$ cat src/rtl/plwc_pkg.sv
`timescale 1ns / 1ps
`default_nettype none
package plwc_pkg;

  localparam int unsigned FreqW  = 30;
  localparam int unsigned ShiftW = 16;
  localparam int unsigned RefW   = 25;
  localparam int unsigned PfdW   = 24;
  localparam int unsigned FracW  = 19;
  localparam int unsigned QuoW   = FreqW + FracW;
  localparam int unsigned DevW   = 24;
  localparam int unsigned StepW  = 16;
  localparam int unsigned NumStages = QuoW;

  localparam logic [FreqW-1:0] FreqLimitB1 = 30'd705000000;
  localparam logic [FreqW-1:0] FreqLimitB2 = 30'd525000000;
  localparam logic [FreqW-1:0] FreqLimitB3 = 30'd353000000;
  localparam logic [FreqW-1:0] FreqLimitB4 = 30'd239000000;
  localparam logic [FreqW-1:0] FreqLimitB5 = 30'd177000000;

  localparam logic [RefW-1:0] RefReset = 25'd26000000;
  localparam logic [15:0] DevHz = 16'd1300;
  localparam logic [3:0] SynthSel = 4'd8;

  // Division by three through a reciprocal: exact for any value below 2^RefW.
  localparam int unsigned Div3Shift = 26;
  localparam logic [RefW-1:0] Div3Mult = 25'd22369622;

  typedef enum logic [2:0] {
    BAND_NONE = 3'd0,
    BAND_1    = 3'd1,
    BAND_2    = 3'd2,
    BAND_3    = 3'd3,
    BAND_4    = 3'd4,
    BAND_5    = 3'd5
  } band_e;

  typedef struct packed {
    logic [FreqW-1:0]  freq_hz;
    logic [ShiftW-1:0] shift_hz;
  } in_t;

  typedef struct packed {
    logic [3:0]       band_word;
    logic [7:0]       integer_divider;
    logic [19:0]      frac_word;
    logic [StepW-1:0] channel_step;
    logic [DevW-1:0]  deviation_word;
    logic             out_of_range;
  } out_t;

  typedef struct packed {
    band_e            band;
    logic             too_high;
    logic [FreqW-1:0] freq;
    logic [PfdW-1:0]  pfd;
    logic [PfdW-1:0]  rem;
    logic [QuoW-1:0]  quo;
    logic [DevW-1:0]  dev_lo;
    logic [RefW-1:0]  dev_rem;
    logic [DevW-1:0]  dev_q;
    logic             dev_sat;
    logic [RefW-1:0]  step_rem;
    logic [StepW-1:0] step_q;
    logic             step_sat;
  } pipe_t;

  function automatic logic [4:0] div_of(band_e band);
    logic [4:0] d;
    unique case (band)
      BAND_2:  d = 5'd8;
      BAND_3:  d = 5'd12;
      BAND_4:  d = 5'd16;
      BAND_5:  d = 5'd24;
      default: d = 5'd6;
    endcase
    return d;
  endfunction

endpackage
`default_nettype wire

$ cat src/rtl/plwc_back.sv
`timescale 1ns / 1ps
`default_nettype none
module plwc_back (
  input  wire logic             clk_i,
  input  wire logic             rst_ni,
  input  wire logic             en_i,
  input  wire logic             valid_i,
  input  wire plwc_pkg::pipe_t  pipe_i,
  output logic                  valid_o,
  output plwc_pkg::out_t        data_o
);

  logic [plwc_pkg::FreqW-1:0] q;
  logic [plwc_pkg::FracW-1:0] fr;
  logic q_zero, q_big, pfd_zero;
  logic [plwc_pkg::FreqW-1:0] q_m1;
  plwc_pkg::out_t out_d, out_q;
  logic valid_q;

  always_comb begin
    q        = pipe_i.quo[plwc_pkg::QuoW-1:plwc_pkg::FracW];
    fr       = pipe_i.quo[plwc_pkg::FracW-1:0];
    q_zero   = (q == '0);
    q_big    = (q > plwc_pkg::FreqW'(256));
    pfd_zero = (pipe_i.pfd == '0);
    q_m1     = q - plwc_pkg::FreqW'(1);

    out_d.band_word = plwc_pkg::SynthSel + 4'(pipe_i.band);
    if (pfd_zero) begin
      out_d.integer_divider = '0;
      out_d.frac_word       = '0;
      out_d.channel_step    = '0;
      out_d.deviation_word  = '0;
    end else begin
      out_d.integer_divider = q_zero ? 8'd0 : (q_big ? 8'hFF : q_m1[7:0]);
      // For 0 < q <= 256 the integer part carries one pfd into the fraction.
      out_d.frac_word       = q_big ? 20'hFFFFF : {!q_zero, fr};
      out_d.channel_step    = pipe_i.step_sat ? '1 : pipe_i.step_q;
      out_d.deviation_word  = pipe_i.dev_sat ? '1 : pipe_i.dev_q;
    end
    out_d.out_of_range = pipe_i.too_high | pfd_zero | q_zero | q_big
                         | pipe_i.step_sat | pipe_i.dev_sat;
  end

  always_ff @(posedge clk_i or negedge rst_ni) begin
    if (!rst_ni) begin
      valid_q <= 1'b0;
    end else if (en_i) begin
      valid_q <= valid_i;
    end
  end

  always_ff @(posedge clk_i) begin
    if (en_i) begin
      out_q <= out_d;
    end
  end

  assign valid_o = valid_q;
  assign data_o  = out_q;

endmodule
`default_nettype wire

$ cat config.mk
export PLATFORM = sky130hd
export DESIGN_NAME = plwc_back
export DESIGN_NICKNAME = d
export VERILOG_FILES = /design/src/rtl/plwc_pkg.sv /design/src/rtl/plwc_back.sv
export SDC_FILE = /design/constraint.sdc
export NUM_CORES = 1
export LEC_CHECK = 0
export BUFFER_PORTS_ARGS = -buffer_cell sky130_fd_sc_hd__buf_2
export CAP_MARGIN = 20
export CELL_PAD_IN_SITES_DETAIL_PLACEMENT = 0
export CELL_PAD_IN_SITES_GLOBAL_PLACEMENT = 1
export CORE_AREA = 2 2 125 127
export CTS_BUF_LIST = sky130_fd_sc_hd__clkbuf_8
export DETAILED_ROUTE_END_ITERATION = 10
export DIE_AREA = 0 0 127 129
export PLACE_DENSITY = 0.76
export SLEW_MARGIN = 0
export SYNTH_ARGS = -nofsm -noshare
export SYNTH_HDL_FRONTEND = slang
export SYNTH_SLANG_ARGS = --single-unit
$ cat constraint.sdc
create_clock -name clk_i -period 2 [get_ports clk_i]
set_input_delay 0 -clock clk_i [delete_from_list [all_inputs] [get_ports clk_i]]
set_output_delay 0 -clock clk_i [all_outputs]
set_load 0.02 [all_outputs]
==> flow_summary_export.csv <==
group,metric,value,unit
yosys,synth_seq_cells,73,
cells_and_area,fill_cells,1485,
global_route,grt_pass1_wl,14600,um
yosys,synth_top_cell_by_area,"edfxtp_1",
global_route,grt_pass1_vias,3093,
yosys,synth_ff_type,"edfxtp_1",
yosys,ys_top_cells_by_area,"edfxtp_1 (68%), nor2_1 (9.8%), o21a_1 (4.7%), nor4_1 (1.8%), a31oi_1 (1.2%)",
worst_setup_path,critical_path_class,"input port to register",
timing,max_freq,0.727,GHz
cells_and_area,drive_above_1_share,0.421,
timing,hold_viol,0,
yosys,synth_area,3160,um^2
timing,tightest_slew,570,ps
pwr,power.net_switching,0.869,mW
cells_and_area,layout_commonest_cell,"buf_2",
floorplanning,rows,45,
cts,numCtsBuffers,9,
floorplanning,dieWidth,127,um
cts,clkLatencyLatePin,330,ps
yosys,syn_nets,506,
yosys,ys_types,40,
pwr,p_clk_frac,0.317,
yosys,syn_inst,254,
timing,fin_crit_sh,0.688,
worst_setup_path,crit_arrival,1470,ps
floorplanning,die_y,129,um
cts,clock_path_buffers,2,
global_route,grt-ovfl-total,0,
worst_setup_path,crit_path_end_kind,"register",
cts,h-tree-depth,3,
timing,skew,0,ps
worst_setup_path,slowest_delay,340,ps
global_route,grt_start_max_net_pins,50,
detailed_routing,firstDrtPassIters,4,
cells_and_area,finalNonFillerCells,707,
cts,clkSinkCount,73,
detailed_routing,drt_iter0_markers,79,
pwr,p_sw_frac,0.247,
floorplanning,core-area,15000,um^2
timing,relSlewSlack,0.618,
timing,period_needed,1380,ps
status,status,"completed",
detailed_routing,postRouteWirelength,9390,um
pwr,intPower,2.66,mW
pwr,peakVddDrop,0.000226,V
cells_and_area,areaGrowthSynthToFinish,64.5,%
cts,cts_tree,"done",
cells_and_area,finalNetCount,765,
yosys,avgSynthCellArea,12.5,um^2
cts,path_clk_slew,70,ps
cts,root_buffer,"clkbuf_8",
placed_design,gp_congestion,0.827,
yosys,yosysWarnings,0,
timing,drv_slew,0,
placed_design,dp_cells,624,
yosys,synth-edff-count,72,
run,drv_cap,0,
pwr,power_per_cell_area,677,nW/um^2
worst_setup_path,crit_required,2090,ps
detailed_routing,ant_nets,0,
pwr,leakagePower,2.19,nW
detailed_routing,route.detailed.drc,0,
detailed_routing,num_vias,2917,
timing,setup_viol,0,
timing,setup_tns,0,ps
cells_and_area,layout_common_cells,"buf_2 (194), nor2_1 (82), edfxtp_1 (72)",
worst_hold_path,min_path_type,"input port to register",
worst_setup_path,start_kind,"input port",
floorplanning,num_io_pins,325,
placed_design,dp_hpwl,6660,um
detailed_routing,vias_per_cell,4.13,
floorplanning,start_util,0.211,
pwr,comb_power_share,0.168,
yosys,synth_top_area_frac,0.683,
detailed_routing,wl_per_cell,13.3,um
placed_design,io_buffers,195,
global_route,track_usage,0.114,
cells_and_area,multi_input_area,891,um^2
worst_setup_path,cp_max_fo,19,
timing,rsz0062_at_grt,"no",
pwr,p_seq_frac,0.515,
cells_and_area,register_area,2190,um^2
worst_setup_path,slowest_stage,"nor4b_2",
yosys,synth_seq_area_share,0.691,
worst_setup_path,crit_chain,"buf_2 > inv_1 > ha_1 > nor4b_2 > and2_1 > o211ai_4 > o21a_1",
floorplanning,die_area,16400,um^2
yosys,async_reset_ff_frac,0.0137,
global_route,antenna_found_initial,0,
## registers in the layout (all words and copies together), names as in the netlist
signal   count
data_o      72
valid_o      1
## final cells by class
class                   instances  share of cell area
repair buffers                264               0.324
multi-input cells             162               0.171
inverters                       3             0.00216
clock inverters                 6              0.0103
flip-flops and latches         73               0.420
well taps                     188              0.0452
clock buffers                  10              0.0264
diodes                          1            0.000481
## kinds of logic after synthesis
group                      count (synthesis)  synth area share
other                                      1           0.00119
muxes                                      3           0.00989
and+or+nand+nor                          118             0.171
DFF                                       73             0.691
adders and majority gates                  3            0.0103
buffers and inverters                     19            0.0297
xor gates and xnor gates                   2           0.00554
AOI/OAI and AO/OA                         35            0.0815
## metal layers
metal	GRT usage	routed length [um]	up-vias
li1	-	-	1430
met1	0.131	3880	1361
met2	0.205	4830	110
met3	0.0200	458	16
met4	0.0549	221	0
met5	0	0	-
## Yosys cell counts (all sizes together), types with 3 or more instances
library cell	instances
a31oi	6
buf	6
clkbuf	10
edfxtp	72
nand2	6
nor2	83
nor3	6
nor4	9
o21a	20
o21ai	3
## path summary, 6_finish.rpt
path | from | to | slack (ps) | cells past startpoint
worst min-delay path | pipe_i[143] | data_o[0] | 60 | 3
min in group asynchronous | rst_ni | valid_o | 490 | 3
max in group asynchronous | rst_ni | valid_o | 1400 | 3
worst max-delay path | pipe_i[135] | data_o[56] | 620 | 7
worst max register to register | valid_o | valid_o | 1240 | 1
worst min register to register | valid_o | valid_o | 530 | 1
## critical path, delay by kind of cell
kind	cells	cell delay [ps]
buffers and inverters	2	190
AOI/OAI and AO/OA	2	460
adders and majority gates	1	210
and+or+nand+nor	2	590
## stage by stage
step	worst slack (ps)	instance area (um^2)	hold slack, ps	power [mW]	util
detailed placement	274	4350	-222	2.34	0.290
global route	506	5200	71.8	3.69	0.347
finish	624	5200	56.4	3.52	0.348
floorplan	526	3160	-296	2.07	-
CTS	639	5200	36.1	3.58	0.347
global placement	255	4350	-225	2.33	0.290
## power groups by stage
stage                     clock network [mW]  logic [mW]  registers [mW]
after floorplan                            0      0.0765            1.99
after detailed placement                   0       0.494            1.85
after global routing                    1.23       0.640            1.82
after global placement                     0       0.488            1.84
final                                   1.12       0.592            1.82
after CTS                               1.17       0.597            1.82
## timing repair
item                                    in CTS  in global routing
resized for setup                            0                  0
endpoints found under the setup margin       0                  0
endpoints found under the hold margin       65                  0
setup buffers                                0                  0
hold buffers                                66                  0
Power figures use the tool's default switching activity.
