<file path="src/rtl/plwc_pkg.sv">
`timescale 1ns / 1ps
`default_nettype none
package plwc_pkg;

  localparam int unsigned FreqW  = 30;
  localparam int unsigned ShiftW = 16;
  localparam int unsigned RefW   = 25;
  localparam int unsigned PfdW   = 24;
  localparam int unsigned FracW  = 19;
  localparam int unsigned QuoW   = FreqW + FracW;
  localparam int unsigned DevW   = 24;
  localparam int unsigned StepW  = 16;
  localparam int unsigned NumStages = QuoW;

  localparam logic [FreqW-1:0] FreqLimitB1 = 30'd705000000;
  localparam logic [FreqW-1:0] FreqLimitB2 = 30'd525000000;
  localparam logic [FreqW-1:0] FreqLimitB3 = 30'd353000000;
  localparam logic [FreqW-1:0] FreqLimitB4 = 30'd239000000;
  localparam logic [FreqW-1:0] FreqLimitB5 = 30'd177000000;

  localparam logic [RefW-1:0] RefReset = 25'd26000000;
  localparam logic [15:0] DevHz = 16'd1300;
  localparam logic [3:0] SynthSel = 4'd8;

  // Division by three through a reciprocal: exact for any value below 2^RefW.
  localparam int unsigned Div3Shift = 26;
  localparam logic [RefW-1:0] Div3Mult = 25'd22369622;

  typedef enum logic [2:0] {
    BAND_NONE = 3'd0,
    BAND_1    = 3'd1,
    BAND_2    = 3'd2,
    BAND_3    = 3'd3,
    BAND_4    = 3'd4,
    BAND_5    = 3'd5
  } band_e;

  typedef struct packed {
    logic [FreqW-1:0]  freq_hz;
    logic [ShiftW-1:0] shift_hz;
  } in_t;

  typedef struct packed {
    logic [3:0]       band_word;
    logic [7:0]       integer_divider;
    logic [19:0]      frac_word;
    logic [StepW-1:0] channel_step;
    logic [DevW-1:0]  deviation_word;
    logic             out_of_range;
  } out_t;

  typedef struct packed {
    band_e            band;
    logic             too_high;
    logic [FreqW-1:0] freq;
    logic [PfdW-1:0]  pfd;
    logic [PfdW-1:0]  rem;
    logic [QuoW-1:0]  quo;
    logic [DevW-1:0]  dev_lo;
    logic [RefW-1:0]  dev_rem;
    logic [DevW-1:0]  dev_q;
    logic             dev_sat;
    logic [RefW-1:0]  step_rem;
    logic [StepW-1:0] step_q;
    logic             step_sat;
  } pipe_t;

  function automatic logic [4:0] div_of(band_e band);
    logic [4:0] d;
    unique case (band)
      BAND_2:  d = 5'd8;
      BAND_3:  d = 5'd12;
      BAND_4:  d = 5'd16;
      BAND_5:  d = 5'd24;
      default: d = 5'd6;
    endcase
    return d;
  endfunction

endpackage
`default_nettype wire

</file>
<file path="src/rtl/plwc_front.sv">
`timescale 1ns / 1ps
`default_nettype none
module plwc_front (
  input  wire logic             clk_i,
  input  wire logic             rst_ni,
  input  wire logic             en_i,
  input  wire logic             valid_i,
  input  wire plwc_pkg::in_t    data_i,
  input  wire logic [plwc_pkg::RefW-1:0] ref_i,
  output logic                  valid_o,
  output plwc_pkg::pipe_t       pipe_o
);

  plwc_pkg::band_e band;
  logic [4:0] div;
  logic [plwc_pkg::RefW-1:0] div3_a;
  logic [2*plwc_pkg::RefW-1:0] div3_p;
  logic [plwc_pkg::PfdW-1:0] pfd;
  logic [20:0] step_p;
  logic [plwc_pkg::RefW-1:0] step_init;
  logic [15:0] dev_p;
  logic [plwc_pkg::RefW-1:0] dev_init;
  plwc_pkg::pipe_t pipe_d, pipe_q;
  logic valid_q;

  always_comb begin
    if (data_i.freq_hz < plwc_pkg::FreqLimitB5) begin
      band = plwc_pkg::BAND_5;
    end else if (data_i.freq_hz < plwc_pkg::FreqLimitB4) begin
      band = plwc_pkg::BAND_4;
    end else if (data_i.freq_hz < plwc_pkg::FreqLimitB3) begin
      band = plwc_pkg::BAND_3;
    end else if (data_i.freq_hz < plwc_pkg::FreqLimitB2) begin
      band = plwc_pkg::BAND_2;
    end else if (data_i.freq_hz < plwc_pkg::FreqLimitB1) begin
      band = plwc_pkg::BAND_1;
    end else begin
      band = plwc_pkg::BAND_NONE;
    end
    div = plwc_pkg::div_of(band);

    // The phase detector rate is 2*ref/div; dividers with a factor of three
    // go through the reciprocal multiply.
    case (band)
      plwc_pkg::BAND_3: div3_a = ref_i >> 1;
      plwc_pkg::BAND_5: div3_a = ref_i >> 2;
      default:          div3_a = ref_i;
    endcase
    div3_p = {{plwc_pkg::RefW{1'b0}}, div3_a} * {{plwc_pkg::RefW{1'b0}}, plwc_pkg::Div3Mult};
    case (band)
      plwc_pkg::BAND_2: pfd = plwc_pkg::PfdW'(ref_i >> 2);
      plwc_pkg::BAND_4: pfd = plwc_pkg::PfdW'(ref_i >> 3);
      default:          pfd = div3_p[plwc_pkg::Div3Shift +: plwc_pkg::PfdW];
    endcase

    step_p    = 21'(div) * 21'(data_i.shift_hz);
    step_init = plwc_pkg::RefW'({step_p, 2'b00});
    dev_p     = 16'(div) * plwc_pkg::DevHz;
    dev_init  = plwc_pkg::RefW'(dev_p[15:5]);

    pipe_d          = '0;
    pipe_d.band     = band;
    pipe_d.too_high = (band == plwc_pkg::BAND_NONE);
    pipe_d.freq     = data_i.freq_hz;
    pipe_d.pfd      = pfd;
    pipe_d.dev_lo   = {dev_p[4:0], 19'd0};
    pipe_d.dev_rem  = dev_init;
    pipe_d.dev_sat  = (dev_init >= ref_i);
    pipe_d.step_rem = step_init;
    pipe_d.step_sat = (step_init >= ref_i);
  end

  always_ff @(posedge clk_i or negedge rst_ni) begin
    if (!rst_ni) begin
      valid_q <= 1'b0;
    end else if (en_i) begin
      valid_q <= valid_i;
    end
  end

  always_ff @(posedge clk_i) begin
    if (en_i) begin
      pipe_q <= pipe_d;
    end
  end

  assign valid_o = valid_q;
  assign pipe_o  = pipe_q;

endmodule
`default_nettype wire

</file>
<file path="config.mk">
export PLATFORM = sky130hd
export DESIGN_NAME = plwc_front
export DESIGN_NICKNAME = d
export VERILOG_FILES = /design/src/rtl/plwc_pkg.sv /design/src/rtl/plwc_front.sv
export SDC_FILE = /design/constraint.sdc
export NUM_CORES = 1
export LEC_CHECK = 0
export BUFFER_PORTS_ARGS = -buffer_cell sky130_fd_sc_hd__buf_2
export CAP_MARGIN = 20
export CORE_ASPECT_RATIO = 1.5
export CORE_MARGIN = 8
export CORE_UTILIZATION = 30
export DETAILED_ROUTE_END_ITERATION = 7
export PLACE_DENSITY = 0.49
export SLEW_MARGIN = 20
export SYNTH_ARGS = -nofsm -noshare
export SYNTH_HDL_FRONTEND = slang
export SYNTH_SLANG_ARGS = --single-unit
</file>
<file path="constraint.sdc">
create_clock -name clk_i -period 0.82 [get_ports clk_i]
set_input_delay 0.164 -clock clk_i [delete_from_list [all_inputs] [get_ports clk_i]]
set_output_delay 0.164 -clock clk_i [all_outputs]
set_load 0.03 [all_outputs]
</file>
==> metrics <==
total clock buffers created by CTS=9; H-Tree Depth=3; Initial Utilization=30.2%; final setup violation count=155; # nets final=3,273; cell at the root of the clock tree=clkbuf_16; top area cells in the synthesized netlist=fa_1 27%, ha_1 22%, edfxtp_1 14%; DRT iter0 DRCs=486; global-route usage over all layers=18.1%; I/O Pins=323; Post-Synthesis Cell Area=0.0190 mm^2; RR Startpoint=valid_o; critical path launch point type=primary input; dominant cell type by area after synthesis=fa_1; total detailed-routing wirelength=65.9 mm; maximum buffer depth of the clock tree=2; # placed instances=3,333; Final Critical Period=7.72 ns; pin count of the biggest net entering global routing=25; total number of vias=15,615; count of flip-flops with a built-in enable after synthesis=91; Residual DRC=0; clock transition at the registers of the reported paths=0.07 ns; highest attainable clock frequency=129 MHz; element type at the critical path end=flop; CP max FO=6; synthesis-to-finish area growth=39.4%; routed wire length per instance=19.3 um; Die H=324 um; setup repair after global routing missed its margin=true; detailed-router iteration count before antenna repair=5; simple-gate share of the synthesized area=7.49%; Arr. time, crit path=7.85 ns; Avg Vias per Cell=4.57; biggest cell delay along the critical path=0.55 ns; R2R cell count=1; endpoint of the most critical register-to-register path=valid_o; part of the Yosys area used for sequential elements=14.5%; post-DP HPWL=57.6 mm; die outline area=0.0719 mm^2; synthesized-area fraction occupied by ao, oa, aoi and oai cells=10.4%; final cell count without fillers=3,417; combinational family with the most area after synthesis=adder cells; yosys synthesis warning count=0; share of async-settable or async-resettable flops after synthesis=1.09%; worst setup path start=data_i[36]; # Max-Cap Violations=0; final worst-path setup slack=-6.90 ns; violated checks=negative setup slack; Main synth FF type=edfxtp_1; floorplan row count=113; Fin Clk Skew=0 ns; Post-Synth XOR/XNOR Area=1.66%; number of slew-limit violations in the final report=0; Die X-Extent=222 um; Antenna Violating Nets Remaining=0; later-pin clock latency in the skew report=0.38 ns; fraction of synthesized cell area taken by the top area cell type=27.4%; most numerous cell in the Yosys netlist=inv_1; required time at the worst-slack endpoint=0.95 ns; Std-Cell Core Area=0.0631 mm^2; clock tree from TritonCTS=yes; synthesized instance count=1,966; mux contribution to synthesized area=0.164%; buffers added on ports=168; distinct cell type count of the synthesized netlist=76; synthesized area divided by synthesized cell count=9.68 um^2; Final Hold Viols=0; number of global-route vias before repair=17,968; first-pass GRT wire length=101 mm; path type of the worst min-delay path=in -> reg; CTS Sinks=92; Critical Setup Path Class=in -> reg; Slowest cell on crit path=fa_1; status=finished with violations; worst reg-to-reg setup slack=0.03 ns; GP Congestion=0.953; flops & latches, synth=92; overflow left after global routing=0; period utilization=942%; share of layout cells above drive strength 1=35.6%; most common library cells after synthesis=491 x inv_1, 333 x ha_1, 260 x fa_1, 156 x buf_4, 92 x nand2_1; antenna violations before repair=4; capturing instance or port of the critical path=pipe_o[198]; adder and majority cell fraction of the synthesized area=49.2%; Worst path most repeated cell=fa_1
-- layout by cell type (no fill, tap or decap), types with 15 or more instances in the layout --
cell,count
inv_1,461
buf_12,18
edfxtp_1,91
o21ai_1,21
buf_4,420
buf_6,81
conb_1,155
fa_2,23
nor3_1,28
a21oi_2,19
nor2b_1,17
a21o_1,35
xnor2_1,15
fa_1,237
o21ai_0,18
nor2_1,27
ha_4,47
a21oi_1,38
ha_1,283
a22oi_1,20
o21a_1,15
inv_2,29
buf_2,117
nand2_1,80
-- state kept, by name, indices dropped and copies added (netlist names) --
signal   cells
pipe_o      91
valid_o      1
-- kinds of logic after synthesis --
| family | after synthesis |
|---|---|
| flops | 92 |
| other cells | 1 |
| simple gates | 281 |
| mux | 3 |
| fa+ha+maj | 593 |
| xor+xnor | 36 |
| compound gates | 281 |
| buf+inv | 679 |
-- layout make-up --
class / instances / area [um^2]
well taps: 805 / 1010
multi-input cells: 1350 / 15300
clock buffers: 11 / 233
flip-flops and latches: 92 / 2760
repair buffers: 661 / 5310
inverters: 491 / 1850
fillers: 6216 / 36500
diodes: 2 / 5.00
clock inverters: 5 / 40.0
-- metal layers --
| metal | part of all wire, % | GRT usage (%) |
|---|---|---|
| met4 | 3.7 | 7.17 |
| met5 | 0.020 | 0 |
| met1 | 38 | 19.4 |
| met3 | 3.0 | 1.83 |
| met2 | 55 | 35.4 |
-- what timing repair did --
item | CTS | global route
gates cloned | 2 | 1
pin swaps | 55 | 122
buffers inserted | 27 | 32
hold buffers | 10 | 4
endpoints found under the hold margin | 10 | 4
gates resized for setup | 195 | 191
setup endpoints to repair | 155 | 155
-- worst min-delay path by stage --
| stage | startpoint | to | slack (ns) | cells after the start |
|---|---|---|---|---|
| 6_report | data_i[23] | pipe_o[220] | 0.04 | 1 |
| 5_1_grt | data_i[23] | pipe_o[220] | 0.04 | 1 |
| 4_1_cts | data_i[41] | pipe_o[238] | 0.003 | 1 |
| 3_5_place_dp | rst_ni | valid_o | -0.06 | 1 |
| 3_3_place_gp | rst_ni | valid_o | -0.06 | 1 |
| 2_1_floorplan | rst_ni | valid_o | -0.13 | 0 |
-- per-stage QoR --
step | setup WS, ns | area (um^2) | hold slack, ns | setup TNS, ns | util [%]
6_report | -6.90 | 26500 | 0.0437 | -285.40 | 42.1
3_5_place_dp | -7.56 | 23900 | -0.0597 | -307.72 | 38.0
4_1_cts | -6.89 | 25300 | 0.00301 | -293.70 | 40.1
3_3_place_gp | -7.57 | 23900 | -0.0599 | -306.37 | 38.0
2_1_floorplan | -6.85 | 20200 | -0.132 | -249.55 | -
5_1_grt | -7.09 | 26500 | 0.0397 | -298.72 | 42.0
-- worst max-delay path, delay by kind of cell --
family / cells / cell delay, ns
compound gates: 11 / 2.25
buf+inv: 8 / 0.67
fa+ha+maj: 8 / 3.54
simple gates: 6 / 1.21
Power is left out: the tool's default activity adds up to more than one toggle a clock period on the data nets, which glitch-free logic cannot reach.
