$ cat config.mk
export PLATFORM = sky130hd
export DESIGN_NAME = plwc_div_stage
export DESIGN_NICKNAME = d
export VERILOG_FILES = /design/src/rtl/plwc_pkg.sv /design/src/rtl/plwc_div_stage.sv
export SDC_FILE = /design/constraint.sdc
export NUM_CORES = 1
export LEC_CHECK = 0
export ABC_CLOCK_PERIOD_IN_PS = 800
export BUFFER_PORTS_ARGS = -buffer_cell sky130_fd_sc_hd__buf_2
export CAP_MARGIN = 20
export CELL_PAD_IN_SITES_DETAIL_PLACEMENT = 1
export CELL_PAD_IN_SITES_GLOBAL_PLACEMENT = 1
export CORE_AREA = 2 2 201 203
export CTS_CLUSTER_DIAMETER = 100
export DETAILED_ROUTE_END_ITERATION = 8
export DIE_AREA = 0 0 203 205
export PLACE_DENSITY_LB_ADDON = 0.08
export SYNTH_ARGS = -nofsm -noshare
export SYNTH_HDL_FRONTEND = slang
export SYNTH_SLANG_ARGS = --single-unit
$ cat constraint.sdc
create_clock -name clk_i -period 0.8 [get_ports clk_i]
set_input_delay 0.12 -clock clk_i [delete_from_list [all_inputs] [get_ports clk_i]]
set_output_delay 0.12 -clock clk_i [all_outputs]
set_load 0.005 [all_outputs]
$ cat src/rtl/plwc_pkg.sv
`timescale 1ns / 1ps
`default_nettype none
package plwc_pkg;

  localparam int unsigned FreqW  = 30;
  localparam int unsigned ShiftW = 16;
  localparam int unsigned RefW   = 25;
  localparam int unsigned PfdW   = 24;
  localparam int unsigned FracW  = 19;
  localparam int unsigned QuoW   = FreqW + FracW;
  localparam int unsigned DevW   = 24;
  localparam int unsigned StepW  = 16;
  localparam int unsigned NumStages = QuoW;

  localparam logic [FreqW-1:0] FreqLimitB1 = 30'd705000000;
  localparam logic [FreqW-1:0] FreqLimitB2 = 30'd525000000;
  localparam logic [FreqW-1:0] FreqLimitB3 = 30'd353000000;
  localparam logic [FreqW-1:0] FreqLimitB4 = 30'd239000000;
  localparam logic [FreqW-1:0] FreqLimitB5 = 30'd177000000;

  localparam logic [RefW-1:0] RefReset = 25'd26000000;
  localparam logic [15:0] DevHz = 16'd1300;
  localparam logic [3:0] SynthSel = 4'd8;

  // Division by three through a reciprocal: exact for any value below 2^RefW.
  localparam int unsigned Div3Shift = 26;
  localparam logic [RefW-1:0] Div3Mult = 25'd22369622;

  typedef enum logic [2:0] {
    BAND_NONE = 3'd0,
    BAND_1    = 3'd1,
    BAND_2    = 3'd2,
    BAND_3    = 3'd3,
    BAND_4    = 3'd4,
    BAND_5    = 3'd5
  } band_e;

  typedef struct packed {
    logic [FreqW-1:0]  freq_hz;
    logic [ShiftW-1:0] shift_hz;
  } in_t;

  typedef struct packed {
    logic [3:0]       band_word;
    logic [7:0]       integer_divider;
    logic [19:0]      frac_word;
    logic [StepW-1:0] channel_step;
    logic [DevW-1:0]  deviation_word;
    logic             out_of_range;
  } out_t;

  typedef struct packed {
    band_e            band;
    logic             too_high;
    logic [FreqW-1:0] freq;
    logic [PfdW-1:0]  pfd;
    logic [PfdW-1:0]  rem;
    logic [QuoW-1:0]  quo;
    logic [DevW-1:0]  dev_lo;
    logic [RefW-1:0]  dev_rem;
    logic [DevW-1:0]  dev_q;
    logic             dev_sat;
    logic [RefW-1:0]  step_rem;
    logic [StepW-1:0] step_q;
    logic             step_sat;
  } pipe_t;

  function automatic logic [4:0] div_of(band_e band);
    logic [4:0] d;
    unique case (band)
      BAND_2:  d = 5'd8;
      BAND_3:  d = 5'd12;
      BAND_4:  d = 5'd16;
      BAND_5:  d = 5'd24;
      default: d = 5'd6;
    endcase
    return d;
  endfunction

endpackage
`default_nettype wire

$ cat src/rtl/plwc_div_stage.sv
`timescale 1ns / 1ps
`default_nettype none
module plwc_div_stage #(
  parameter int unsigned Step = 0
) (
  input  wire logic             clk_i,
  input  wire logic             rst_ni,
  input  wire logic             en_i,
  input  wire logic             valid_i,
  input  wire plwc_pkg::pipe_t  pipe_i,
  input  wire logic [plwc_pkg::RefW-1:0] ref_i,
  output logic                  valid_o,
  output plwc_pkg::pipe_t       pipe_o
);

  localparam int unsigned FreqIdx = (Step < plwc_pkg::FreqW) ? plwc_pkg::FreqW - 1 - Step : 0;
  localparam int unsigned DevIdx  = (Step < plwc_pkg::DevW) ? plwc_pkg::DevW - 1 - Step : 0;

  logic in_bit;
  logic [plwc_pkg::PfdW:0] r2;
  logic ge;
  logic [plwc_pkg::RefW:0] d2;
  logic dge;
  logic [plwc_pkg::RefW:0] s2;
  logic sge;
  plwc_pkg::pipe_t pipe_d, pipe_q;
  logic valid_q;

  always_comb begin
    pipe_d = pipe_i;

    // One restoring step of freq/pfd, which then runs on into the fraction.
    in_bit = (Step < plwc_pkg::FreqW) ? pipe_i.freq[FreqIdx] : 1'b0;
    r2 = {pipe_i.rem, in_bit};
    ge = (r2 >= {1'b0, pipe_i.pfd});
    pipe_d.rem = ge ? plwc_pkg::PfdW'(r2 - {1'b0, pipe_i.pfd}) : r2[plwc_pkg::PfdW-1:0];
    pipe_d.quo = {pipe_i.quo[plwc_pkg::QuoW-2:0], ge};

    d2  = {pipe_i.dev_rem, (Step < plwc_pkg::DevW) ? pipe_i.dev_lo[DevIdx] : 1'b0};
    dge = (d2 >= {1'b0, ref_i});
    if (Step < plwc_pkg::DevW) begin
      pipe_d.dev_rem = dge ? plwc_pkg::RefW'(d2 - {1'b0, ref_i}) : d2[plwc_pkg::RefW-1:0];
      pipe_d.dev_q   = {pipe_i.dev_q[plwc_pkg::DevW-2:0], dge};
    end

    s2  = {pipe_i.step_rem, 1'b0};
    sge = (s2 >= {1'b0, ref_i});
    if (Step < plwc_pkg::StepW) begin
      pipe_d.step_rem = sge ? plwc_pkg::RefW'(s2 - {1'b0, ref_i}) : s2[plwc_pkg::RefW-1:0];
      pipe_d.step_q   = {pipe_i.step_q[plwc_pkg::StepW-2:0], sge};
    end
  end

  always_ff @(posedge clk_i or negedge rst_ni) begin
    if (!rst_ni) begin
      valid_q <= 1'b0;
    end else if (en_i) begin
      valid_q <= valid_i;
    end
  end

  always_ff @(posedge clk_i) begin
    if (en_i) begin
      pipe_q <= pipe_d;
    end
  end

  assign valid_o = valid_q;
  assign pipe_o  = pipe_q;

endmodule
`default_nettype wire

==> results of run 1 <==
[per-layer routing]
layer / GRT usage / up-vias
li1: - / 5744
met5: 0 / -
met3: 0.0563 / 122
met4: 0.0868 / 14
met1: 0.283 / 6022
met2: 0.458 / 387
[sequential cells by signal (all words and copies together), names as in the netlist]
| name | cells |
|---|---|
| valid_o | 1 |
| pipe_o | 247 |
[worst min-delay path by stage]
stage                     from                   end  slack, ps  depth (start not counted)
floorplan               rst_ni   valid_o$_DFFE_PN0P_       -180                          0
global placement        rst_ni   valid_o$_DFFE_PN0P_       -110                          1
detailed placement      rst_ni   valid_o$_DFFE_PN0P_       -100                          1
CTS                 pipe_i[79]  pipe_o[80]$_DFFE_PP_        -70                          3
global route        pipe_i[78]  pipe_o[79]$_DFFE_PP_        -40                          3
finish              pipe_i[79]  pipe_o[80]$_DFFE_PP_        -40                          3
[layout make-up]
type | instances | share of cell area
timing repair buffer | 1102 | 0.357
sequential | 248 | 0.323
multi-input combinational | 607 | 0.237
clock buffer | 31 | 0.0309
tap | 525 | 0.0285
inverter | 69 | 0.0141
clock inverter | 20 | 0.00830
antenna | 6 | 0.000651
[metrics by stage]
step | utilization | setup slack [ps] | power [W]
floorplan | - | -1840 | 0.0205
global placement | 0.460 | -2270 | 0.0257
detailed placement | 0.460 | -2320 | 0.0259
CTS | 0.571 | -1650 | 0.0409
global route | 0.586 | -1700 | 0.0433
finish | 0.586 | -1600 | 0.0416
[cell usage in the layout, fill, tap and decap left out, types with 30 or more instances in the layout]
master and count:
sky130_fd_sc_hd__buf_2 494, sky130_fd_sc_hd__buf_4 298, sky130_fd_sc_hd__edfxtp_1 247, sky130_fd_sc_hd__dlygate4sd3_1 233, sky130_fd_sc_hd__nand2_1 53, sky130_fd_sc_hd__ha_1 53, sky130_fd_sc_hd__inv_1 47, sky130_fd_sc_hd__a21oi_1 46
sky130_fd_sc_hd__buf_6 41, sky130_fd_sc_hd__nor2_1 33, sky130_fd_sc_hd__a21oi_2 32, sky130_fd_sc_hd__a21o_1 30, sky130_fd_sc_hd__clkbuf_16 30
[repair_timing]
| item | in CTS | in global routing |
|---|---|---|
| endpoints found under the hold margin | 241 | 10 |
| hold buffers | 231 | 2 |
| endpoints found under the setup margin | 325 | 325 |
| gates resized for setup | 180 | 116 |
| setup buffers | 23 | 21 |
| pin swaps | 71 | 51 |
| gates cloned | 10 | 2 |
[logic make-up (layout without fill, tap and decap cells)]
group,Yosys count,in the layout,synth area share
AOI/OAI and AO/OA,239,239,0.126
adders and majority gates,77,77,0.0815
other,0,6,0
muxes,20,20,0.0222
xor gates and xnor gates,58,58,0.0420
buffers and inverters,90,1222,0.0307
and+or+nand+nor,213,213,0.0820
DFF,248,248,0.616
[power by group through the flow]
stage / Clock (W) / Sequential [W] / Combinational [W]
2_1_floorplan: 0 / 0.0167 / 0.00377
3_3_place_gp: 0 / 0.0166 / 0.00912
3_5_place_dp: 0 / 0.0166 / 0.00929
4_1_cts: 0.0130 / 0.0163 / 0.0115
5_1_grt: 0.0136 / 0.0165 / 0.0132
6_report: 0.0129 / 0.0164 / 0.0123
==> tab_implementation.tex, run 1 <==
\begin{tabular}{lr}
\hline
Metric & Value \\
\hline
\multicolumn{2}{l}{\textbf{Worst setup path}} \\
\quad R2R cell count & 1 \\
\quad Crit path largest cell delay & 410 ps \\
\quad Crit. End Element & register \\
\quad Cell type group with the largest total delay on the critical path & compound AO/OA/AOI/OAI gates \\
\quad Crit path required time & 1120 ps \\
\quad Logic depth of the worst path, buffers included & 14 \\
\quad Worst-path cell with the longest stage delay & sky130\_fd\_sc\_hd\_\_a221o\_2 \\
\quad Critical Path End & pipe\_o[84]\$\_DFFE\_PP\_ \\
\quad Startpoint type of the worst setup path & input pin \\
\quad Critical-path cell list & buf\_12 > inv\_12 > ha\_4 > inv\_2 > fa\_2 > a21oi\_4 > o211ai\_2 > a311oi\_2 > o31ai\_2 > a31oi\_2 > o21ai\_2 > a221o\_2 > clkbuf\_16 > mux2\_4 \\
\quad Critical R2R Capture & valid\_o\$\_DFFE\_PN0P\_ \\
\quad Bufs and invs on worst path & 4 \\
\quad Reg2Reg Launch Point & valid\_o\$\_DFFE\_PN0P\_ \\
\quad Critical path type & in -> reg \\
\quad Data arrival time of the critical path & 2720 ps \\
\quad R2R Setup Slk & 40 ps \\
\quad Crit path launch & pipe\_i[115] \\
\quad Maximum fanout count along the critical path & 8 \\
\multicolumn{2}{l}{\textbf{Global routing}} \\
\quad Global-route wire length before repair & 78400 µm \\
\quad Pin count of the biggest net entering global routing & 42 \\
\quad Overflow after GRT & 0 \\
\quad Number of global-route vias before repair & 13100 \\
\quad All-Layer GR Usage & 0.249 \\
\quad Initial antenna violation count & 11 \\
\multicolumn{2}{l}{\textbf{Worst hold path}} \\
\quad Worst hold path type & in -> reg \\
\multicolumn{2}{l}{\textbf{Cells and area}} \\
\quad Share of post-route cells with drive strength above 1 & 0.550 \\
\quad Total area of multi-input combinational cells & 5480 µm² \\
\quad Post-layout instance area & 23100 µm² \\
\quad Syn-to-layout area delta & 90.7\% \\
\quad Area occupied by registers & 7440 µm² \\
\quad Fillcell total & 4205 \\
\quad Non-filler instance count after layout & 2608 \\
\quad Total Nets Final & 2409 \\
\multicolumn{2}{l}{\textbf{Route}} \\
\quad Via total after detailed routing & 12300 \\
\quad Number of optimization iterations in the first detailed-route pass & 6 \\
\quad Met1 wire length & 21100 µm \\
\quad Metal3 WL & 3180 µm \\
\quad Iter 0 DRT Violations & 324 \\
\quad Antenna viol nets, final & 0 \\
\quad Remaining design rule violation count & 0 \\
\quad Routed wire length per instance & 21.1 µm \\
\quad Top layer in use & met5 \\
\quad Vias per cell & 4.71 \\
\quad Routed met2 length & 28400 µm \\
\quad Routed Wire Length & 54900 µm \\
\multicolumn{2}{l}{\textbf{STA}} \\
\quad Unrepaired setup endpoints after global routing & yes \\
\quad Max-Slew Margin vs Limit & 0.662 \\
\quad Final setup violation count & 325 \\
\quad Share of the cycle needed by the critical path after routing & 3.00 \\
\quad Max Freq & 0.417 GHz \\
\quad Worst setup slack after layout & -1600 ps \\
\quad Worst Hold Margin & -37.9 ps \\
\quad Count of final max-slew check failures & 0 \\
\quad Clock Skews & 0 ps \\
\quad Minimum period implied by the final worst setup slack & 2400 ps \\
\quad Final Hold Fails & 6 \\
\quad Actual transition at the worst max-transition pin & 502 ps \\
\quad Setup TNS & -204200 ps \\
\multicolumn{2}{l}{\textbf{Synth}} \\
\quad Synthesized area per cell & 12.8 µm² \\
\quad Number of register bits inferred by synthesis & 248 \\
\quad Synthesized netlist net count & 1298 \\
\quad Dominant register cell in the synthesized netlist & sky130\_fd\_sc\_hd\_\_edfxtp\_1 \\
\quad Area share of the leading cell type in the synthesized netlist & 0.613 \\
\quad Portion of the post-synthesis area used by sequential elements & 0.616 \\
\quad Dominant cells by area after synthesis & sky130\_fd\_sc\_hd\_\_edfxtp\_1 61\%, sky130\_fd\_sc\_hd\_\_ha\_1 7.7\%, sky130\_fd\_sc\_hd\_\_a21oi\_1 3.4\%, sky130\_fd\_sc\_hd\_\_xnor2\_1 2.2\%, sky130\_fd\_sc\_hd\_\_inv\_1 2.1\% \\
\quad Count of warnings emitted by yosys & 0 \\
\quad Number of distinct library cell variants in the gate-level netlist after synthesis & 67 \\
\quad Number of standard cells after synthesis & 945 \\
\quad Number of enable flip-flop cells after synthesis & 247 \\
\quad Most area-hungry cell type in the Yosys netlist & sky130\_fd\_sc\_hd\_\_edfxtp\_1 \\
\quad Share of async-settable or async-resettable flops after synthesis & 0.00403 \\
\quad Synth top cells by count & 247 x sky130\_fd\_sc\_hd\_\_edfxtp\_1, 83 x sky130\_fd\_sc\_hd\_\_a21oi\_1, 74 x sky130\_fd\_sc\_hd\_\_ha\_1, 69 x sky130\_fd\_sc\_hd\_\_inv\_1 \\
\quad Count leader, synth & sky130\_fd\_sc\_hd\_\_edfxtp\_1 \\
\quad Cell area after synthesis & 12100 µm² \\
\multicolumn{2}{l}{\textbf{Placed design}} \\
\quad Total of buffers placed on input and output ports & 520 \\
\quad Placed cell area & 18100 µm² \\
\quad Total placed cells including tap cells & 2269 \\
\quad Routability Congestion & 0.874 \\
\quad DP HPWL & 37900 µm \\
\multicolumn{2}{l}{\textbf{Power and ir drop}} \\
\quad Leak Pwr & 10.3 nW \\
\quad Clk pwr share & 0.310 \\
\quad Areal power density over the cells & 1800 nW/µm² \\
\quad Proportion of power drawn by flip-flops and latches & 0.394 \\
\quad Combinational share of power & 0.295 \\
\quad Worst-case vdd ir drop & 1.75 mV \\
\quad Switching power summed over all nets & 0.0119 W \\
\quad Internal portion of total power & 0.0297 W \\
\quad Fraction of power spent switching nets & 0.286 \\
\multicolumn{2}{l}{\textbf{Clock tree}} \\
\quad Number of buffers between clock root and the deepest sink & 3 \\
\quad Number of H-tree levels & 1 \\
\quad Root Driver & sky130\_fd\_sc\_hd\_\_clkbuf\_16 \\
\quad Number of buffers created by CTS & 28 \\
\quad Number of sinks handled by clock tree synthesis & 248 \\
\quad Clock-pin slew on the worst setup and hold paths & 60 ps \\
\quad Clock tree from TritonCTS & yes \\
\quad Skew-Pair Late Insertion Delay & 580 ps \\
\multicolumn{2}{l}{\textbf{Floorplanning}} \\
\quad Num ports & 524 \\
\quad Die area & 41600 µm² \\
\quad Initial standard-cell utilization of the core & 0.307 \\
\quad Number of rows created at floorplan & 73 \\
\quad Vertical die dimension & 205 µm \\
\quad Area inside the core boundary & 39400 µm² \\
\quad Die W & 203 µm \\
\multicolumn{2}{l}{\textbf{Outcome}} \\
\quad Violated checks & hold timing, setup timing \\
\quad Run status & finished, violations left \\
\multicolumn{2}{l}{\textbf{Job}} \\
\quad Number of max-cap violations & 0 \\
\hline
\end{tabular}
No activity file was read; power rests on OpenSTA's default activity.
==> run 2: changes to the inputs <==
--- a/config.mk
+++ b/config.mk
@@ -10,11 +10,12 @@
 export CAP_MARGIN = 20
 export CELL_PAD_IN_SITES_DETAIL_PLACEMENT = 1
 export CELL_PAD_IN_SITES_GLOBAL_PLACEMENT = 1
-export CORE_AREA = 2 2 201 203
+export CORE_AREA = 4 4 203 205
 export CTS_CLUSTER_DIAMETER = 100
 export DETAILED_ROUTE_END_ITERATION = 8
-export DIE_AREA = 0 0 203 205
+export DIE_AREA = 0 0 207 209
 export PLACE_DENSITY_LB_ADDON = 0.08
+export SETUP_SLACK_MARGIN = 0.15
 export SYNTH_ARGS = -nofsm -noshare
 export SYNTH_HDL_FRONTEND = slang
 export SYNTH_SLANG_ARGS = --single-unit
==> run 2 against run 1 <==
The flow still finishes with violations (hold timing, setup timing). Critical path depth stayed put. Via count is 0.19% higher. Sequential share of layout area hardly changed. Flip-flop and latch count stayed put.
==> tab_implementation.tex, run 2 (synthesis results as in run 1) <==
\begin{tabular}{lr}
\hline
Metric & Value \\
\hline
\multicolumn{2}{l}{\textbf{STA}} \\
\quad Actual transition at the worst max-transition pin & 565 ps (+62.9 ps) \\
\quad Worst setup slack after layout & -1630 ps (-28.4 ps) \\
\quad Final Hold Fails & 23 (+17) \\
\quad Max Freq & 0.412 GHz (-1.2\%) \\
\quad Minimum period implied by the final worst setup slack & 2430 ps (+28.4 ps) \\
\quad Clock Skews & 0 ps (unchanged) \\
\quad Worst Hold Margin & -141 ps (-103 ps) \\
\quad Count of final max-slew check failures & 0 (unchanged) \\
\quad Max-Slew Margin vs Limit & 0.620 (-0.0423) \\
\quad Unrepaired setup endpoints after global routing & yes \\
\quad Setup TNS & -201610 ps (+2590 ps) \\
\quad Final setup violation count & 326 (+0.31\%) \\
\quad Share of the cycle needed by the critical path after routing & 3.04 (+0.0355) \\
\multicolumn{2}{l}{\textbf{Placed design}} \\
\quad Pre-CTS worst setup slack & -2310 ps (+8.28 ps) \\
\quad Total of buffers placed on input and output ports & 520 (unchanged) \\
\quad Total placed cells including tap cells & 2276 (+0.31\%) \\
\quad Routability Congestion & 0.853 (-2.5\%) \\
\quad Placed cell area & 18200 µm² (+0.43\%) \\
\quad DP HPWL & 40500 µm (+6.8\%) \\
\multicolumn{2}{l}{\textbf{Global routing}} \\
\quad Number of global-route vias before repair & 13700 (+4.9\%) \\
\quad Global-route wire length before repair & 85200 µm (+8.6\%) \\
\quad Overflow after GRT & 0 (unchanged) \\
\quad Initial antenna violation count & 16 (+5) \\
\quad All-Layer GR Usage & 0.255 (+0.00610) \\
\quad Pin count of the biggest net entering global routing & 41 (-2.4\%) \\
\multicolumn{2}{l}{\textbf{Route}} \\
\quad Iter 0 DRT Violations & 543 (+68\%) \\
\quad Routed met2 length & 30100 µm (+5.8\%) \\
\quad Vias per cell & 4.73 (+0.42\%) \\
\quad Routed Wire Length & 57700 µm (+5.0\%) \\
\quad Metal3 WL & 3080 µm (-3.0\%) \\
\quad Number of optimization iterations in the first detailed-route pass & 4 (-2) \\
\quad Remaining design rule violation count & 0 (unchanged) \\
\quad Via total after detailed routing & 12300 (+0.19\%) \\
\quad Routed wire length per instance & 22.2 µm (+5.2\%) \\
\quad Antenna viol nets, final & 0 (unchanged) \\
\quad Met1 wire length & 21800 µm (+3.2\%) \\
\quad Top layer in use & met5 \\
\multicolumn{2}{l}{\textbf{Worst setup path}} \\
\quad Crit. End Element & register \\
\quad Critical path type & in -> reg \\
\quad Data arrival time of the critical path & 2750 ps (+30 ps) \\
\quad Startpoint type of the worst setup path & input pin \\
\quad Maximum fanout count along the critical path & 14 (+6) \\
\quad Crit path required time & 1120 ps (about the same) \\
\quad R2R cell count & 2 (+1) \\
\multicolumn{2}{l}{\textbf{Floorplanning}} \\
\quad Area inside the core boundary & 39500 µm² (+0.23\%) \\
\quad Die W & 207 µm (+2.0\%) \\
\quad Die area & 43300 µm² (+4.0\%) \\
\quad Vertical die dimension & 209 µm (+2.0\%) \\
\quad Number of rows created at floorplan & 73 (unchanged) \\
\quad Initial standard-cell utilization of the core & 0.306 (-0.000711) \\
\quad Num ports & 524 (unchanged) \\
\multicolumn{2}{l}{\textbf{Cells and area}} \\
\quad Total Nets Final & 2403 (-0.25\%) \\
\quad Fillcell total & 4236 (+0.74\%) \\
\quad Total area of multi-input combinational cells & 5550 µm² (+1.3\%) \\
\quad Post-layout instance area & 23100 µm² (+0.14\%) \\
\quad Area occupied by registers & 7440 µm² (unchanged) \\
\quad Most common cell after layout, fill and taps aside & sky130\_fd\_sc\_hd\_\_buf\_2 \\
\quad Syn-to-layout area delta & 91.0\% \\
\quad Share of post-route cells with drive strength above 1 & 0.559 (+0.00884) \\
\quad Non-filler instance count after layout & 2602 (-0.23\%) \\
\quad Commonest cells after routing, fill and taps aside & 497 x sky130\_fd\_sc\_hd\_\_buf\_2, 304 x sky130\_fd\_sc\_hd\_\_buf\_4, 247 x sky130\_fd\_sc\_hd\_\_edfxtp\_1 \\
\quad Number of flip-flops in the largest register & 247 (unchanged) \\
\multicolumn{2}{l}{\textbf{Power and ir drop}} \\
\quad Areal power density over the cells & 1810 nW/µm² (about the same) \\
\quad Leak Pwr & 10.4 nW (+0.85\%) \\
\quad Worst-case vdd ir drop & 1.72 mV (-1.7\%) \\
\multicolumn{2}{l}{\textbf{Worst hold path}} \\
\quad Worst hold path depth & 2 (-1) \\
\quad Worst hold path type & in -> reg \\
\multicolumn{2}{l}{\textbf{Clock tree}} \\
\quad Root Driver & sky130\_fd\_sc\_hd\_\_clkbuf\_16 \\
\quad Number of buffers created by CTS & 29 (+3.6\%) \\
\quad Number of H-tree levels & 1 (unchanged) \\
\quad Number of sinks handled by clock tree synthesis & 248 (unchanged) \\
\quad Number of buffers between clock root and the deepest sink & 3 (unchanged) \\
\quad Skew-Pair Late Insertion Delay & 570 ps (about the same) \\
\quad Number of hold buffers added after CTS & 213 (-7.8\%) \\
\quad Clock tree from TritonCTS & yes \\
\quad Clock-pin slew on the worst setup and hold paths & 60 ps (about the same) \\
\multicolumn{2}{l}{\textbf{Outcome}} \\
\quad Run status & finished, violations left \\
\quad Violated checks & hold timing, setup timing \\
\multicolumn{2}{l}{\textbf{Job}} \\
\quad Number of max-cap violations & 0 (unchanged) \\
\hline
\end{tabular}
-- run 2: changes by cell type in the layout (fill, tap and decap cells not counted), moves of 5 or more --
cell / change
sky130_fd_sc_hd__nand2_2: -5
sky130_fd_sc_hd__buf_6: -5
sky130_fd_sc_hd__nand2_1: -10
sky130_fd_sc_hd__dlygate4sd3_1: -21
sky130_fd_sc_hd__nand2_4: +15
sky130_fd_sc_hd__buf_8: +6
sky130_fd_sc_hd__buf_4: +6
-- run 2: final cells by class --
cell class | count | share of cell area
timing repair buffer | 1095 | 0.356
tap | 525 | 0.0284
multi-input combinational | 607 | 0.240
sequential | 248 | 0.322
inverter | 69 | 0.0139
clock buffer | 36 | 0.0326
antenna | 6 | 0.000650
clock inverter | 16 | 0.00574
-- run 2: report_power, final --
group          total (W)  leakage (nW)  switching [W]  internal, W
sequential        0.0164          2.43       0.000414       0.0159
clock             0.0127         0.422        0.00564      0.00703
combinational     0.0127          7.57        0.00590      0.00678
-- run 2: worst max-delay path, stage by stage --
cell and delay, ps:
sky130_fd_sc_hd__buf_12 110, sky130_fd_sc_hd__inv_12 40, sky130_fd_sc_hd__ha_4 120, sky130_fd_sc_hd__inv_2 30, sky130_fd_sc_hd__fa_2 340, sky130_fd_sc_hd__a21oi_2 180
sky130_fd_sc_hd__o211ai_2 120, sky130_fd_sc_hd__a311oi_2 310, sky130_fd_sc_hd__o31ai_2 150, sky130_fd_sc_hd__a31oi_2 200, sky130_fd_sc_hd__o21ai_2 100, sky130_fd_sc_hd__a221o_2 410
sky130_fd_sc_hd__buf_12 190, sky130_fd_sc_hd__mux2_4 300
-- run 2: per-layer routing --
layer  vias to the layer above  track usage
li1                       5746            -
met3                       126       0.0622
met2                       414        0.470
met5                         -            0
met4                        14       0.0985
met1                      6012        0.284
-- run 2: final timing paths --
kind / endpoint / slack [ps] / start
worst max-delay path: pipe_o[80]$_DFFE_PP_ / -1630 / pipe_i[115]
worst min-delay path: pipe_o[79]$_DFFE_PP_ / -140 / pipe_i[78]
worst max register to register: valid_o$_DFFE_PN0P_ / -100 / valid_o$_DFFE_PN0P_
worst min register to register: valid_o$_DFFE_PN0P_ / 660 / valid_o$_DFFE_PN0P_
max in group asynchronous: valid_o$_DFFE_PN0P_ / 250 / rst_ni
min in group asynchronous: valid_o$_DFFE_PN0P_ / 440 / rst_ni
-- run 2: stage by stage --
step / utilization / power (W)
2_1_floorplan: - / 0.0205
3_3_place_gp: 0.461 / 0.0258
3_5_place_dp: 0.461 / 0.0260
4_1_cts: 0.574 / 0.0413
5_1_grt: 0.585 / 0.0436
6_report: 0.585 / 0.0417
-- run 2: what timing repair did --
| action | CTS | global route |
|---|---|---|
| pin swaps | 67 | 39 |
| endpoints found under the setup margin | 326 | 327 |
| gates cloned | 11 | 0 |
| endpoints found under the hold margin | 244 | 24 |
| gates resized for setup | 225 | 87 |
| setup buffers | 39 | 5 |
